[src/rtl/lcsg_pkg.sv]
`timescale 1ns / 1ps
`default_nettype none
// ----------------------------------------------------------------------------
// lcsg_pkg
// Shared widths, register indexes and types of the load-cell spike guard.
// ----------------------------------------------------------------------------
package lcsg_pkg;

  localparam int SampleW  = 24;
  localparam int TimeW    = 32;
  localparam int ScaleW   = 24;
  localparam int ThreshW  = 16;
  localparam int TimeoutW = 16;
  localparam int CfgIdxW  = 2;
  localparam int CfgDataW = 24;
  // threshold * scale
  localparam int RhsW     = ThreshW + ScaleW;
  // |difference| needs one bit more than a sample
  localparam int MagW     = SampleW + 1;
  // |d| / (q8/256) >= thr/16  <=>  |d| * 4096 >= thr * q8
  localparam int MagShift = 12;

  // scale at or below this value (2/256 counts per gram) means uncalibrated
  localparam logic [ScaleW-1:0] UncalMaxQ8 = ScaleW'(2);

  localparam logic [ScaleW-1:0]   ScaleReset   = '0;
  localparam logic [ThreshW-1:0]  ThreshReset  = ThreshW'(160);
  localparam logic [TimeoutW-1:0] TimeoutReset = TimeoutW'(500);

  typedef enum logic [CfgIdxW-1:0] {
    CFG_COUNTS_PER_GRAM = 2'd0,
    CFG_JUMP_THRESHOLD  = 2'd1,
    CFG_PENDING_TIMEOUT = 2'd2
  } cfg_idx_t;

  typedef struct packed {
    logic [ScaleW-1:0]   counts_per_gram_q8;
    logic [ThreshW-1:0]  jump_threshold;
    logic [TimeoutW-1:0] pending_timeout_ms;
    logic                uncal;
    logic [RhsW-1:0]     jump_rhs;
  } cfg_t;

  typedef struct packed {
    logic                      has_reference;
    logic signed [SampleW-1:0] last_good_sample;
    logic                      spike_pending;
    logic [TimeW-1:0]          pending_time;
  } guard_state_t;

endpackage
`default_nettype wire

[src/rtl/lcsg_sample_if.sv]
`timescale 1ns / 1ps
`default_nettype none
// ----------------------------------------------------------------------------
// lcsg_sample_if
// Request channel carrying one load-cell sample and its timestamp.
// ----------------------------------------------------------------------------
interface lcsg_sample_if import lcsg_pkg::*; ();
  logic                      valid;
  logic                      ready;
  logic signed [SampleW-1:0] raw_sample;
  logic [TimeW-1:0]          now_ms;

  modport source (output valid, output raw_sample, output now_ms, input ready);
  modport sink   (input valid, input raw_sample, input now_ms, output ready);
endinterface
`default_nettype wire

[src/rtl/lcsg_result_if.sv]
`timescale 1ns / 1ps
`default_nettype none
// ----------------------------------------------------------------------------
// lcsg_result_if
// Result channel: pass/drop decision and the passed sample.
// ----------------------------------------------------------------------------
interface lcsg_result_if import lcsg_pkg::*; ();
  logic                      valid;
  logic                      ready;
  logic                      accepted;
  logic signed [SampleW-1:0] out_sample;

  modport source (output valid, output accepted, output out_sample, input ready);
  modport sink   (input valid, input accepted, input out_sample, output ready);
endinterface
`default_nettype wire

[src/rtl/lcsg_cfg_if.sv]
`timescale 1ns / 1ps
`default_nettype none
// ----------------------------------------------------------------------------
// lcsg_cfg_if
// Register write channel: index and data.
// ----------------------------------------------------------------------------
interface lcsg_cfg_if import lcsg_pkg::*; ();
  logic                valid;
  logic                ready;
  logic [CfgIdxW-1:0]  index;
  logic [CfgDataW-1:0] data;

  modport source (output valid, output index, output data, input ready);
  modport sink   (input valid, input index, input data, output ready);
endinterface
`default_nettype wire

[src/rtl/lcsg_cfg.sv]
`timescale 1ns / 1ps
`default_nettype none
// ----------------------------------------------------------------------------
// lcsg_cfg
// Configuration registers. Also keeps the threshold*scale product and the
// uncalibrated flag registered, so the per-sample path only compares.
// ----------------------------------------------------------------------------
module lcsg_cfg import lcsg_pkg::*; (
  input  wire logic   clk,
  input  wire logic   rst,
  lcsg_cfg_if.sink    cfg,
  output cfg_t        regs
);

  logic [ScaleW-1:0]   scale_next;
  logic [ThreshW-1:0]  thresh_next;
  logic [TimeoutW-1:0] timeout_next;

  assign cfg.ready = 1'b1;

  always_comb begin
    scale_next   = regs.counts_per_gram_q8;
    thresh_next  = regs.jump_threshold;
    timeout_next = regs.pending_timeout_ms;
    if (cfg.valid) begin
      unique case (cfg.index)
        CFG_COUNTS_PER_GRAM: scale_next   = cfg.data[ScaleW-1:0];
        CFG_JUMP_THRESHOLD:  thresh_next  = cfg.data[ThreshW-1:0];
        CFG_PENDING_TIMEOUT: timeout_next = cfg.data[TimeoutW-1:0];
        default: ;  // unmapped index: ignored
      endcase
    end
  end

  always_ff @(posedge clk) begin
    if (rst) begin
      regs.counts_per_gram_q8 <= ScaleReset;
      regs.jump_threshold     <= ThreshReset;
      regs.pending_timeout_ms <= TimeoutReset;
      regs.uncal              <= 1'b1;
      regs.jump_rhs           <= RhsW'(ThreshReset) * RhsW'(ScaleReset);
    end else begin
      regs.counts_per_gram_q8 <= scale_next;
      regs.jump_threshold     <= thresh_next;
      regs.pending_timeout_ms <= timeout_next;
      regs.uncal              <= (scale_next <= UncalMaxQ8);
      regs.jump_rhs           <= RhsW'(thresh_next) * RhsW'(scale_next);
    end
  end

endmodule
`default_nettype wire

[src/rtl/lcsg_judge.sv]
`timescale 1ns / 1ps
`default_nettype none
// ----------------------------------------------------------------------------
// lcsg_judge
// Pass/drop decision for one sample and the guard state that follows it.
// ----------------------------------------------------------------------------
module lcsg_judge import lcsg_pkg::*; (
  input  wire cfg_t                 regs,
  input  wire guard_state_t         cur,
  input  wire logic signed [SampleW-1:0] raw_sample,
  input  wire logic [TimeW-1:0]     now_ms,
  output logic                      accepted,
  output logic signed [SampleW-1:0] out_sample,
  output guard_state_t              nxt
);

  logic signed [MagW-1:0] diff;
  logic [MagW-1:0]        mag;
  logic [RhsW-1:0]        lhs;
  logic [TimeW-1:0]       age;
  logic                   pending_live;
  logic                   is_jump;

  always_comb begin
    diff = MagW'(raw_sample) - MagW'(cur.last_good_sample);
    mag  = diff[MagW-1] ? MagW'(-diff) : MagW'(diff);
    lhs  = RhsW'({mag, MagShift'(0)});
    is_jump = (lhs >= regs.jump_rhs);

    // age wraps mod 2^32
    age = now_ms - cur.pending_time;
    pending_live = cur.spike_pending && (age <= TimeW'(regs.pending_timeout_ms));

    nxt        = cur;
    accepted   = 1'b1;
    out_sample = raw_sample;

    if (regs.uncal) begin
      // pass through, state untouched
    end else if (!cur.has_reference) begin
      nxt.has_reference    = 1'b1;
      nxt.last_good_sample = raw_sample;
      nxt.spike_pending    = 1'b0;
    end else if (!pending_live && is_jump) begin
      nxt.spike_pending = 1'b1;
      nxt.pending_time  = now_ms;
      accepted          = 1'b0;
      out_sample        = '0;
    end else begin
      nxt.spike_pending    = 1'b0;
      nxt.last_good_sample = raw_sample;
    end
  end

endmodule
`default_nettype wire

[src/rtl/load_cell_spike_guard.sv]
`timescale 1ns / 1ps
`default_nettype none
// ----------------------------------------------------------------------------
// load_cell_spike_guard
// Drops single-sample jumps in a load-cell stream; the sample after a drop
// passes unless the drop has expired. Pending drops expire after a programmable age.
// ----------------------------------------------------------------------------
//  port      dir   payload                         accepted when
//  samples   in    raw_sample[23:0], now_ms[31:0]  valid & ready
//  results   out   accepted, out_sample[23:0]      valid & ready
//  cfg       in    index[1:0], data[23:0]          valid & ready (ready tied 1)
//
//  One request per cycle sustained while results are taken. Stages: input
//  register, then decision into the result register. The rate is set by
//  the single decision stage, which updates the guard state once per request.
//  Reset (rst) is synchronous; all but the payload registers return to defaults.
//  A stalled result holds both stages; a free result slot keeps samples.ready up.
// ----------------------------------------------------------------------------
module load_cell_spike_guard import lcsg_pkg::*; (
  input  wire logic     clk,
  input  wire logic     rst,
  lcsg_cfg_if.sink      cfg,
  lcsg_sample_if.sink   samples,
  lcsg_result_if.source results
);

  cfg_t                      regs;
  guard_state_t              state;
  guard_state_t              state_next;

  logic                      s1_valid;
  logic signed [SampleW-1:0] s1_sample;
  logic [TimeW-1:0]          s1_time;

  logic                      res_valid;
  logic                      res_accepted;
  logic signed [SampleW-1:0] res_sample;

  logic                      dec_accepted;
  logic signed [SampleW-1:0] dec_sample;
  logic                      advance;

  lcsg_cfg u_cfg (
    .clk  (clk),
    .rst  (rst),
    .cfg  (cfg),
    .regs (regs)
  );

  lcsg_judge u_judge (
    .regs       (regs),
    .cur        (state),
    .raw_sample (s1_sample),
    .now_ms     (s1_time),
    .accepted   (dec_accepted),
    .out_sample (dec_sample),
    .nxt        (state_next)
  );

  assign advance       = !res_valid || results.ready;
  assign samples.ready = !s1_valid || advance;

  assign results.valid      = res_valid;
  assign results.accepted   = res_accepted;
  assign results.out_sample = res_sample;

  always_ff @(posedge clk) begin
    if (rst) begin
      s1_valid  <= 1'b0;
      res_valid <= 1'b0;
      state.has_reference    <= 1'b0;
      state.spike_pending    <= 1'b0;
      state.last_good_sample <= '0;
      state.pending_time     <= '0;
    end else begin
      if (samples.ready) begin
        s1_valid <= samples.valid;
      end
      if (advance) begin
        res_valid <= s1_valid;
      end
      if (s1_valid && advance) begin
        state.has_reference    <= state_next.has_reference;
        state.spike_pending    <= state_next.spike_pending;
        state.last_good_sample <= state_next.last_good_sample;
        state.pending_time     <= state_next.pending_time;
      end
    end
  end

  // payload: no reset
  always_ff @(posedge clk) begin
    if (samples.ready && samples.valid) begin
      s1_sample <= samples.raw_sample;
      s1_time   <= samples.now_ms;
    end
    if (s1_valid && advance) begin
      res_accepted <= dec_accepted;
      res_sample   <= dec_sample;
    end
  end

endmodule
`default_nettype wire

[src/flat_wrapper.sv]
// flat-port wrapper written by rule: the top's interface ports become plain ports
module load_cell_spike_guard_flat import lcsg_pkg::*;
  (clk, rst, cfg_valid, cfg_index, cfg_data, cfg_ready, samples_valid, samples_raw_sample, samples_now_ms, samples_ready, results_valid, results_accepted, results_out_sample, results_ready);
  lcsg_cfg_if cfg_i ();
  lcsg_sample_if samples_i ();
  lcsg_result_if results_i ();
  input  wire logic clk;
  input  wire logic rst;
  input wire logic [$bits(cfg_i.valid)-1:0] cfg_valid;
  input wire logic [$bits(cfg_i.index)-1:0] cfg_index;
  input wire logic [$bits(cfg_i.data)-1:0] cfg_data;
  output wire logic [$bits(cfg_i.ready)-1:0] cfg_ready;
  input wire logic [$bits(samples_i.valid)-1:0] samples_valid;
  input wire logic [$bits(samples_i.raw_sample)-1:0] samples_raw_sample;
  input wire logic [$bits(samples_i.now_ms)-1:0] samples_now_ms;
  output wire logic [$bits(samples_i.ready)-1:0] samples_ready;
  output wire logic [$bits(results_i.valid)-1:0] results_valid;
  output wire logic [$bits(results_i.accepted)-1:0] results_accepted;
  output wire logic [$bits(results_i.out_sample)-1:0] results_out_sample;
  input wire logic [$bits(results_i.ready)-1:0] results_ready;
  assign cfg_i.valid = cfg_valid;
  assign cfg_i.index = cfg_index;
  assign cfg_i.data = cfg_data;
  assign cfg_ready = cfg_i.ready;
  assign samples_i.valid = samples_valid;
  assign samples_i.raw_sample = samples_raw_sample;
  assign samples_i.now_ms = samples_now_ms;
  assign samples_ready = samples_i.ready;
  assign results_valid = results_i.valid;
  assign results_accepted = results_i.accepted;
  assign results_out_sample = results_i.out_sample;
  assign results_i.ready = results_ready;
  load_cell_spike_guard u_core (.clk(clk), .rst(rst), .cfg(cfg_i), .samples(samples_i), .results(results_i));
endmodule
[config.mk]
export PLATFORM = sky130hd
export DESIGN_NAME = load_cell_spike_guard_flat
export DESIGN_NICKNAME = d
export VERILOG_FILES = /design/src/rtl/lcsg_pkg.sv /design/src/rtl/lcsg_sample_if.sv /design/src/rtl/lcsg_result_if.sv /design/src/rtl/lcsg_cfg_if.sv /design/src/rtl/lcsg_cfg.sv /design/src/rtl/lcsg_judge.sv /design/src/rtl/load_cell_spike_guard.sv /design/src/flat_wrapper.sv
export SDC_FILE = /design/constraint.sdc
export NUM_CORES = 1
export LEC_CHECK = 0
export ABC_CLOCK_PERIOD_IN_PS = 10000
export BUFFER_PORTS_ARGS = -buffer_cell sky130_fd_sc_hd__buf_4
export CORE_UTILIZATION = 55
export CTS_BUF_LIST = sky130_fd_sc_hd__clkbuf_8
export DETAILED_ROUTE_END_ITERATION = 10
export GPL_TIMING_DRIVEN = 0
export PLACE_DENSITY = 0.74
export SYNTH_ARGS = -nofsm -noshare
export SYNTH_HDL_FRONTEND = slang
export SYNTH_HIERARCHICAL = 1
export SYNTH_SLANG_ARGS = --single-unit
[constraint.sdc]
create_clock -name clk -period 10 [get_ports clk]
set_input_delay 1 -clock clk [delete_from_list [all_inputs] [get_ports clk]]
set_output_delay 1 -clock clk [all_outputs]
set_load 0.01 [all_outputs]
# Word level (Yosys, flattened, before mapping)
# Index checks and enable logic that the tools add are counted.
# totals
register_bits	238
word_cells	54
# classes
n_addsub	3
mul	1
magnitude_cmp	3
n_eq_ne	3
muxes	12
bitwise	2
n_reduce_logical	15
# ops
operator	n
24-bit two-way mux	6
25-bit two-way mux	2
37-bit by 40-bit >= comparator with 1-bit output	1
16-bit by 24-bit multiplier with 40-bit output	1
32-bit by 16-bit <= comparator with 1-bit output	1
16-bit two-way mux	2
32-bit subtractor	1
25-bit negator	1
24-bit by 24-bit subtractor with 25-bit output	1
24-bit by 2-bit <= comparator with 1-bit output, second input constant	1
1-bit logical AND	4
2-bit AND reduction	2
4-bit AND reduction	1
1-bit zero test	3
3-bit AND reduction	1
2-bit by 1-bit equality test with 1-bit output, second input constant	1
2-bit equality test, second input constant	1
2-bit zero test	1
1-bit logical OR	2
1-bit two-way mux	2
2-bit inequality test, second input constant	1
1-bit inverter	2
2-bit OR reduction	1

# Longest topological paths before layout
# Gate-level depths: netlist (run 1).
# depth
word_depth	8
ltp_mapped	27

# Cells and area by module
# Netlist (run 1), hierarchy kept.
# modules_own_cells
mod	n_inst	cells_per_inst	area_per_inst_um2
lcsg_cfg	1	1810	15715.1
lcsg_judge	1	1043	7038.0
load_cell_spike_guard	1	343	5103.6

# Worst setup path before layout (run 1)
# OpenSTA, ideal clock, no wires.
# synth_timing
path_type	input to register
start	in cfg_index[1]
end	reg, netlist name u_core/u_cfg/regs[27]
arrival_time_ns	7.595
slack_ns	2.282
stages	25
cell_sequence	nor3b_1 > buf_2 > buf_2 > mux2i_1 > nor2_1 > fa_1 > inv_1 > fa_1 > inv_1 > fa_1 > inv_1 > fa_1 > inv_1 > fa_1 > inv_1 > fa_1 > inv_1 > ha_1 > a21oi_2 > nand2_1 > a221o_1 > a221oi_4 > o21ai_2 > a21oi_2 > mux2_1
# synth_between
elab_chain_len	4
word_cells_on_any_way	7
# synth_lines
item	line_no	rtl
start, declared	flat_wrapper.sv:10	input wire logic [$bits(cfg_i.index)-1:0] cfg_index;
2-bit by 1-bit equality test with 1-bit output or 2-bit zero test (tied branches)	lcsg_cfg.sv:26	unique case (cfg.index)
16-bit two-way mux or 24-bit two-way mux (tied branches)	lcsg_cfg.sv:26	
16-bit two-way mux or 24-bit two-way mux (tied branches)	lcsg_cfg.sv:25	if (cfg.valid) begin
16-bit by 24-bit multiplier with 40-bit output *	lcsg_cfg.sv:47	regs.jump_rhs <= RhsW'(thresh_next) * RhsW'(scale_next);
# Every way passes the cells marked *; elsewhere a longest branch is shown, timed or not.
# A chain may end at the register's enable or synchronous reset.

# Worst setup path after layout (run 1)
# layout_timing
start	in cfg_index[1]
end	reg, netlist name u_core/u_cfg/regs[29]
# layout_between
elab_chain_len	4
word_cells_on_any_way	7
# layout_lines
item	line_no
2-bit by 1-bit equality test with 1-bit output or 2-bit zero test (tied branches)	lcsg_cfg.sv:26
16-bit two-way mux or 24-bit two-way mux (tied branches)	lcsg_cfg.sv:26
16-bit two-way mux or 24-bit two-way mux (tied branches)	lcsg_cfg.sv:25
16-bit by 24-bit multiplier with 40-bit output *	lcsg_cfg.sv:47
# Marks and branches as above.

==> impl_metrics.tcl, run 1 <==
set metrics [dict create \
    p_sw_mw 1.24 \
    power_frac_seq_pct 32.4 \
    drc 0 \
    drt_wl_total_mm 89.9 \
    drtPass1Iterations 7 \
    post_cts_resized 0 \
    max_freq_mhz 111 \
    grt_pass1_vias 24400 \
    max_slew_margin_pct -1.70 \
    coreArea_mm2 0.0501 \
    cts_hold_buf 0 \
    crit_arrival_ns 9.50 \
    dieHeight_um 227 \
    ir_drop_uv 73.2 \
    n_fill_cell 4433 \
    worst_skew_pair.late_latency_ns 0.63 \
    clock_sinks 238 \
    violations "capacitance limit, slew limit" \
    async_flop_share_pct 0 \
    final_antenna_net_count 0 \
    syn2layout_area_growth_pct 9.94 \
    place_ws_ns 0.529 \
    grt_start_max_net_pins 35 \
    cts-root-buf "clkbuf_8" \
    synth_edf_count 81 \
    gr-total-overflow 0 \
    p_leak_nw 13.4 \
    post-cts-setup-buffers 0 \
    final_nets 3961 \
    layout_commonest_cell "inv_1" \
    drive_gt1_share_pct 10.1 \
    fin_crit_ns 9.04 \
    synth_warnings 6 \
    clockBufferDepth 3 \
    ios 115 \
    rsz0062_at_grt "no" \
    io_buffers 113 \
    finalCritPeriodShare_pct 90.4 \
    grt_first_pass_wirelength_mm 139 \
    cts_tree "done" \
    ys_ff_latch 238 \
    crit_type "input pin to register" \
    route.vias.total 24000 \
    drv_cap 2 \
    tightest_slew_ns 1.48 \
    hold_violations 0 \
    htree_levels 2 \
    antenna_found_initial 4 \
    status "complete, but fails checks" \
    final-setup-viol-count 0 \
    synthCells 3196 \
    comb_power_share_pct 35.2 \
    drtIter0Drc 2144 \
    cts.clk_slew.worst_paths_ns 0.06 \
    num_rows 82 \
    cp.required_ns 10.45 \
    avgRoutedWirePerCell_um 22.1 \
    multi_input_area_mm2 0.0198 \
    place_congestion 1.01 \
    p_sw_share_pct 37.1 \
    p_int_mw 2.11 \
    final_area_mm2 0.0306 \
    dpl-instance-area_mm2 0.0296 \
    setup_ws_ns 0.959 \
    drv_slew 1 \
    grt_use_total_pct 35.6 \
    dp.final_hpwl_mm 71.9 \
    synth.distinct_cells 106 \
    die_area_mm2 0.0516 \
    final-seq-area_mm2 0.00558 \
    clkPwrFrac_pct 32.3 \
    postSynthAreaPerCell_um2 8.72 \
    min_path_type "register to register" \
    dieWidth_um 227 \
    critPathLaunchType "input pin" \
    endpoint_kind "register" \
    synth.net_count 3800 \
    seq_area_frac_synth_pct 20.0 \
    finClkSkew_ns 0.0400 \
    ys.flop_type "dfxtp_1" \
    numCtsBuffers 44 \
    cp_max_fo 10 \
    start_util_pct 55.6 \
    syn_area_mm2 0.0279 \
    fin_tns_setup_ns 0 \
    power-per-cell-area_mw_per_mm2 109 \
    vias_per_cell 5.89 \
    final_cell_mix "483 x inv_1, 364 x nand2_1, 308 x fa_1" \
]
## registers in the layout, summed over array words and instances, names as in the netlist
signal / cells
u_core/state: 58
u_core/s1_valid: 1
u_core/s1_time: 32
u_core/u_cfg/regs: 97
u_core/s1_sample: 24
u_core/results.out_sample: 24
u_core/results.accepted: 1
u_core/results.valid: 1
## Yosys cell counts (9+ instances only)
library cell	n	share of area, %
mux2i_1	98	3.5
nor4_1	18	0.40
a21o_1	33	0.89
xnor2_1	41	1.3
buf_2	30	0.54
o311ai_1	14	0.44
mux2_1	22	0.89
ha_1	209	9.4
nor2b_1	39	0.88
nand2_1	364	4.9
and2_1	50	1.1
o21ai_0	69	1.2
o311ai_0	13	0.41
a21oi_1	128	2.3
dfxtp_1	157	11
o21ai_1	13	0.23
nor2_1	300	4.0
o211ai_1	22	0.59
mux2_2	55	2.2
o22ai_1	9	0.20
nor3_1	30	0.54
o2111ai_1	9	0.28
nand2b_1	123	2.8
a22oi_1	27	0.73
fa_1	308	22
inv_1	475	6.4
buf_4	10	0.27
nand4_1	38	0.85
clkbuf_1	87	1.2
edfxtp_1	81	8.7
and3_1	16	0.36
nand3_1	50	0.90
xor2_1	34	1.1
o21a_1	22	0.59
o21bai_1	9	0.24
a31oi_1	14	0.31
and4_1	9	0.28
a211oi_1	18	0.49
## final cells by class
type	count	share of cell area, %
diodes	5	0.0409
plain buffers	142	2.29
clock buffers	53	2.38
clock inverters	28	0.903
inverters	475	5.82
multi-input cells	2341	64.7
flip-flops and latches	238	18.2
well taps	672	2.75
repair buffers	115	2.93
## stage by stage
| stage | hold WS [ns] | std cells | power (mW) | utilization, % |
|---|---|---|---|---|
| after floorplan | 0.436 | 3196 | 1.89 | - |
| after global placement | 0.448 | 3981 | 2.23 | 59.0 |
| after detailed placement | 0.449 | 3983 | 2.26 | 59.1 |
| after CTS | 0.457 | 4064 | 3.35 | 61.1 |
| after global routing | 0.472 | 4065 | 3.53 | 61.2 |
| final | 0.453 | 4069 | 3.35 | 61.2 |
## power by group through the flow
stage               Combinational (mW)  Sequential [mW]  Clock [mW]
global route                      1.30             1.09        1.14
CTS                               1.16             1.09        1.10
global placement                  1.12             1.11           0
detailed placement                1.15             1.11           0
finish                            1.18             1.09        1.08
floorplan                        0.787             1.10           0
## per-layer routing
layer | vias up | GRT usage, % | part of all wire [%] | routed length, µm
met2 | 1057 | 60.7 | 47 | 42700
met5 | - | 0 | 0 | 0
met3 | 271 | 5.02 | 6.9 | 6210
met4 | 0 | 19.9 | 6.6 | 5910
li1 | 10900 | - | - | -
met1 | 11700 | 43.4 | 39 | 35100
## final timing paths
| kind | endpoint | slack [ns] | startpoint | cells after the start |
|---|---|---|---|---|
| setup reg to reg | u_core/u_cfg/regs[29]$_SDFF_PP0_ | 1.94 | u_core/u_cfg/regs[70]$_SDFF_PP0_ | 20 |
| hold / removal | u_core/u_cfg/regs[42]$_SDFFE_PP0P_ | 0.45 | u_core/u_cfg/regs[42]$_SDFFE_PP0P_ | 2 |
| hold reg to reg | u_core/u_cfg/regs[42]$_SDFFE_PP0P_ | 0.45 | u_core/u_cfg/regs[42]$_SDFFE_PP0P_ | 2 |
| setup / recovery | u_core/u_cfg/regs[29]$_SDFF_PP0_ | 0.96 | cfg_index[1] | 25 |
## critical path, cell delays in order
cell      delay, ns
buf_4          0.12
nor3b_1        0.28
buf_2          0.40
buf_2          0.45
mux2i_1        1.15
nor2_1         0.17
fa_1           0.59
inv_1          0.05
fa_1           0.43
fa_1           0.50
inv_1          0.05
fa_1           0.48
fa_1           0.54
inv_1          0.05
fa_1           0.68
inv_1          0.08
ha_1           0.29
clkbuf_1       0.22
a21oi_1        0.41
o21ai_0        0.35
a221oi_1       0.62
o21a_1         0.20
o21ai_1        0.10
xnor2_1        0.18
nor2_1         0.07
## cell families (layout without fill, tap and decap cells)
group / count (synthesis) / count (layout) / synth area share [%]
AND/OR/NAND/NOR: 1085 / 1085 / 18.5
buffers and inverters: 617 / 813 / 8.92
flip-flops: 238 / 238 / 20.0
multiplexers: 175 / 175 / 6.63
XOR/XNOR: 76 / 76 / 2.42
adder cells (fa/ha/maj): 517 / 517 / 31.5
other: 1 / 6 / 0.0135
AO/OA/AOI/OAI: 487 / 487 / 12.0
Note: power is estimated with default switching activity, not from simulation.
==> run 2, diff against run 1 <==
--- a/config.mk
+++ b/config.mk
@@ -5,6 +5,7 @@
 export SDC_FILE = /design/constraint.sdc
 export NUM_CORES = 1
 export LEC_CHECK = 0
+export ABC_AREA = 1
 export ABC_CLOCK_PERIOD_IN_PS = 10000
 export BUFFER_PORTS_ARGS = -buffer_cell sky130_fd_sc_hd__buf_4
 export CORE_UTILIZATION = 55
@@ -12,6 +13,7 @@
 export DETAILED_ROUTE_END_ITERATION = 10
 export GPL_TIMING_DRIVEN = 0
 export PLACE_DENSITY = 0.74
+export REMOVE_ABC_BUFFERS = 1
 export SYNTH_ARGS = -nofsm -noshare
 export SYNTH_HDL_FRONTEND = slang
 export SYNTH_HIERARCHICAL = 1
==> run 2 against run 1 <==
  * Setup slack better by 0.93 ns
  * Die area is 1.9% higher
  * Routed wire length is 14% lower
  * Critical path type unchanged
  * Synthesized area is 1.9% higher
  * Critical path depth is 6 higher
  * Highest routed layer unchanged
  * Non-clock buffer count is 133 lower
  * Sequential share of layout area hardly changed
  * Combinational power is 98% higher
  * Sequential power is 6% higher
  * The run now ends clean
  * Critical endpoint is now u_core/u_cfg/regs[36]$_SDFF_PP0_
  * Core utilization is 0.44 points lower
  * Clock skew is 0.034 ns higher
  * Global-route usage is 5.5 points lower
==> impl_metrics.tcl, run 2 <==
set metrics [dict create \
    crit_top_cell "inv_1" \
    cts_tree "done" \
    synth_area_leaders "fa_1 22%, nand2_1 16%, inv_1 12%" \
    final-setup-viol-count 0 \
    numCtsBuffers 45 \
    htree_levels 2 \
    cts_hold_buf 0 \
    drv_slew 0 \
    rsz0062_at_grt "no" \
    p_leak_nw 16.5 \
    grt_first_pass_wirelength_mm 126 \
    post_cts_resized 0 \
    largestRegisters "u_core/u_cfg/regs: 97 flops, u_core/state: 58 flops, u_core/s1_time: 32 flops" \
    endpoint_kind "register" \
    synth.distinct_cells 44 \
    synthCells 4093 \
    largest_reg_flops 97 \
    finalCritPeriodShare_pct 81.1 \
    final_cell_mix "1178 x nand2_1, 926 x inv_1, 454 x nor2_1" \
    syn_area_mm2 0.0284 \
    antenna_found_initial 0 \
    fin_tns_setup_ns 0 \
    setup_ws_ns 1.89 \
    dp.final_hpwl_mm 59.9 \
    slowest_stage "inv_1" \
    finClkSkew_ns 0.0743 \
    max_freq_mhz 123 \
    avgRoutedWirePerCell_um 16.0 \
    drtPass1Iterations 6 \
    drv_cap 0 \
    grt_start_max_net_pins 90 \
    gr-total-overflow 0 \
    die_area_mm2 0.0525 \
    cts-root-buf "clkbuf_8" \
    yosysMostFrequentCell "nand2_1" \
    vias_per_cell 5.23 \
    seq_area_frac_synth_pct 19.6 \
    layout_commonest_cell "nand2_1" \
    cp_max_fo 17 \
    top_register "u_core/u_cfg/regs" \
    dieHeight_um 229 \
    max_slew_margin_pct 1.78 \
    ys_ff_latch 238 \
    synth.largest_area_cell "fa_1" \
    place_congestion 0.959 \
    ir_drop_uv 203 \
    num_rows 82 \
    fin_crit_ns 8.11 \
    crit_type "input pin to register" \
    hold_violations 0 \
    start_util_pct 56.2 \
    post-cts-setup-buffers 0 \
    io_buffers 113 \
    final_nets 4744 \
    place_ws_ns 1.31 \
    route.vias.total 25400 \
    drc 0 \
    synth_common_cells "1179 x nand2_1, 918 x inv_1, 454 x nor2_1" \
    cp.required_ns 10.54 \
    drtIter0Drc 2069 \
    postSynthAreaPerCell_um2 6.93 \
    max_stage_delay_ns 0.72 \
    dieWidth_um 229 \
    syn2layout_area_growth_pct 8.02 \
    drt_wl_total_mm 77.7 \
    synth_edf_count 81 \
    cts.clk_slew.worst_paths_ns 0.06 \
    ios 115 \
    status "complete, no violations" \
    synth_top_area_share_pct 21.7 \
    ys.flop_type "dfxtp_1" \
    critPathLaunchType "input pin" \
    grt_pass1_vias 24500 \
    worst_skew_pair.late_latency_ns 0.68 \
    crit_arrival_ns 8.65 \
    final_antenna_net_count 0 \
    grt_use_total_pct 30.1 \
    clockBufferDepth 3 \
    drive_gt1_share_pct 6.54 \
    tightest_slew_ns 1.46 \
    clock_sinks 238 \
    coreArea_mm2 0.0505 \
    synth_warnings 6 \
    power-per-cell-area_mw_per_mm2 148 \
    async_flop_share_pct 0 \
    min_path_type "register to register" \
]
-- run 2: changes by cell type after synthesis, moves of 39 or more --
cell      before   now
a21oi_1      128   184
and2_1        50     3
clkbuf_1      87    43
inv_1        475   918
mux2_2        55     0
mux2i_1       98     0
nand2_1      364  1179
nand2b_1     123     0
nand3_1       50   192
nor2_1       300   454
nor2b_1       39     0
-- run 2: metal layers --
metal  GRT usage [%]  wire length, µm  part of all wire (%)
met1            38.9            32400                    42
met2            49.0            34800                    45
met3            5.69             6560                   8.4
met4            13.9             3920                   5.0
met5               0                0                     0
-- run 2: area by class of cell --
class	count	area (µm²)
fillers	4753	19800
diodes	1	2.50
inverters	938	3520
multi-input cells	2793	18700
flip-flops and latches	238	5580
well taps	672	841
clock inverters	29	244
repair buffers	124	1050
clock buffers	55	757
-- run 2: worst paths after layout --
kind	slack, ns	to	cells past startpoint	start
hold / removal	0.47	u_core/u_cfg/regs[52]$_SDFFE_PP0P_	2	u_core/u_cfg/regs[52]$_SDFFE_PP0P_
setup reg to reg	2.29	u_core/state[1]$_SDFFE_PP0P_	28	u_core/s1_sample[0]$_DFFE_PP_
hold reg to reg	0.47	u_core/u_cfg/regs[52]$_SDFFE_PP0P_	2	u_core/u_cfg/regs[52]$_SDFFE_PP0P_
setup / recovery	1.89	u_core/u_cfg/regs[36]$_SDFF_PP0_	31	cfg_valid
-- run 2: per-stage QoR --
step	hold slack [ns]	area, µm²	total power [mW]	util, %	std cells
after global routing	0.482	30700	4.96	60.7	4849
final	0.466	30700	4.54	60.7	4850
after CTS	0.466	30600	4.55	60.7	4848
after detailed placement	0.455	29600	3.47	58.7	4764
after global placement	0.453	29400	3.42	58.3	4754
after floorplan	0.439	27700	2.83	-	3969
-- run 2: cells by family (layout without fill, tap and decap cells) --
| kind of cell | after synthesis | count (layout) | share of synthesized area (%) |
|---|---|---|---|
| AOI/OAI and AO/OA | 282 | 282 | 5.62 |
| other | 1 | 2 | 0.0132 |
| and+or+nand+nor | 1952 | 1952 | 27.8 |
| adders and majority gates | 517 | 517 | 30.9 |
| buffers and inverters | 1062 | 1146 | 14.7 |
| DFF | 238 | 238 | 19.6 |
| xor gates and xnor gates | 41 | 41 | 1.27 |
-- run 2: power breakdown --
part	switching (mW)	internal (mW)
clock	0.474	0.586
sequential	0.0450	1.10
combinational	1.52	0.815
total	2.04	2.50
-- run 2: worst max-delay path: cells and delay by family --
kind | cells | cell delay [ns]
buffers and inverters | 10 | 1.48
AOI/OAI and AO/OA | 2 | 0.93
and+or+nand+nor | 12 | 1.81
adders and majority gates | 7 | 3.39
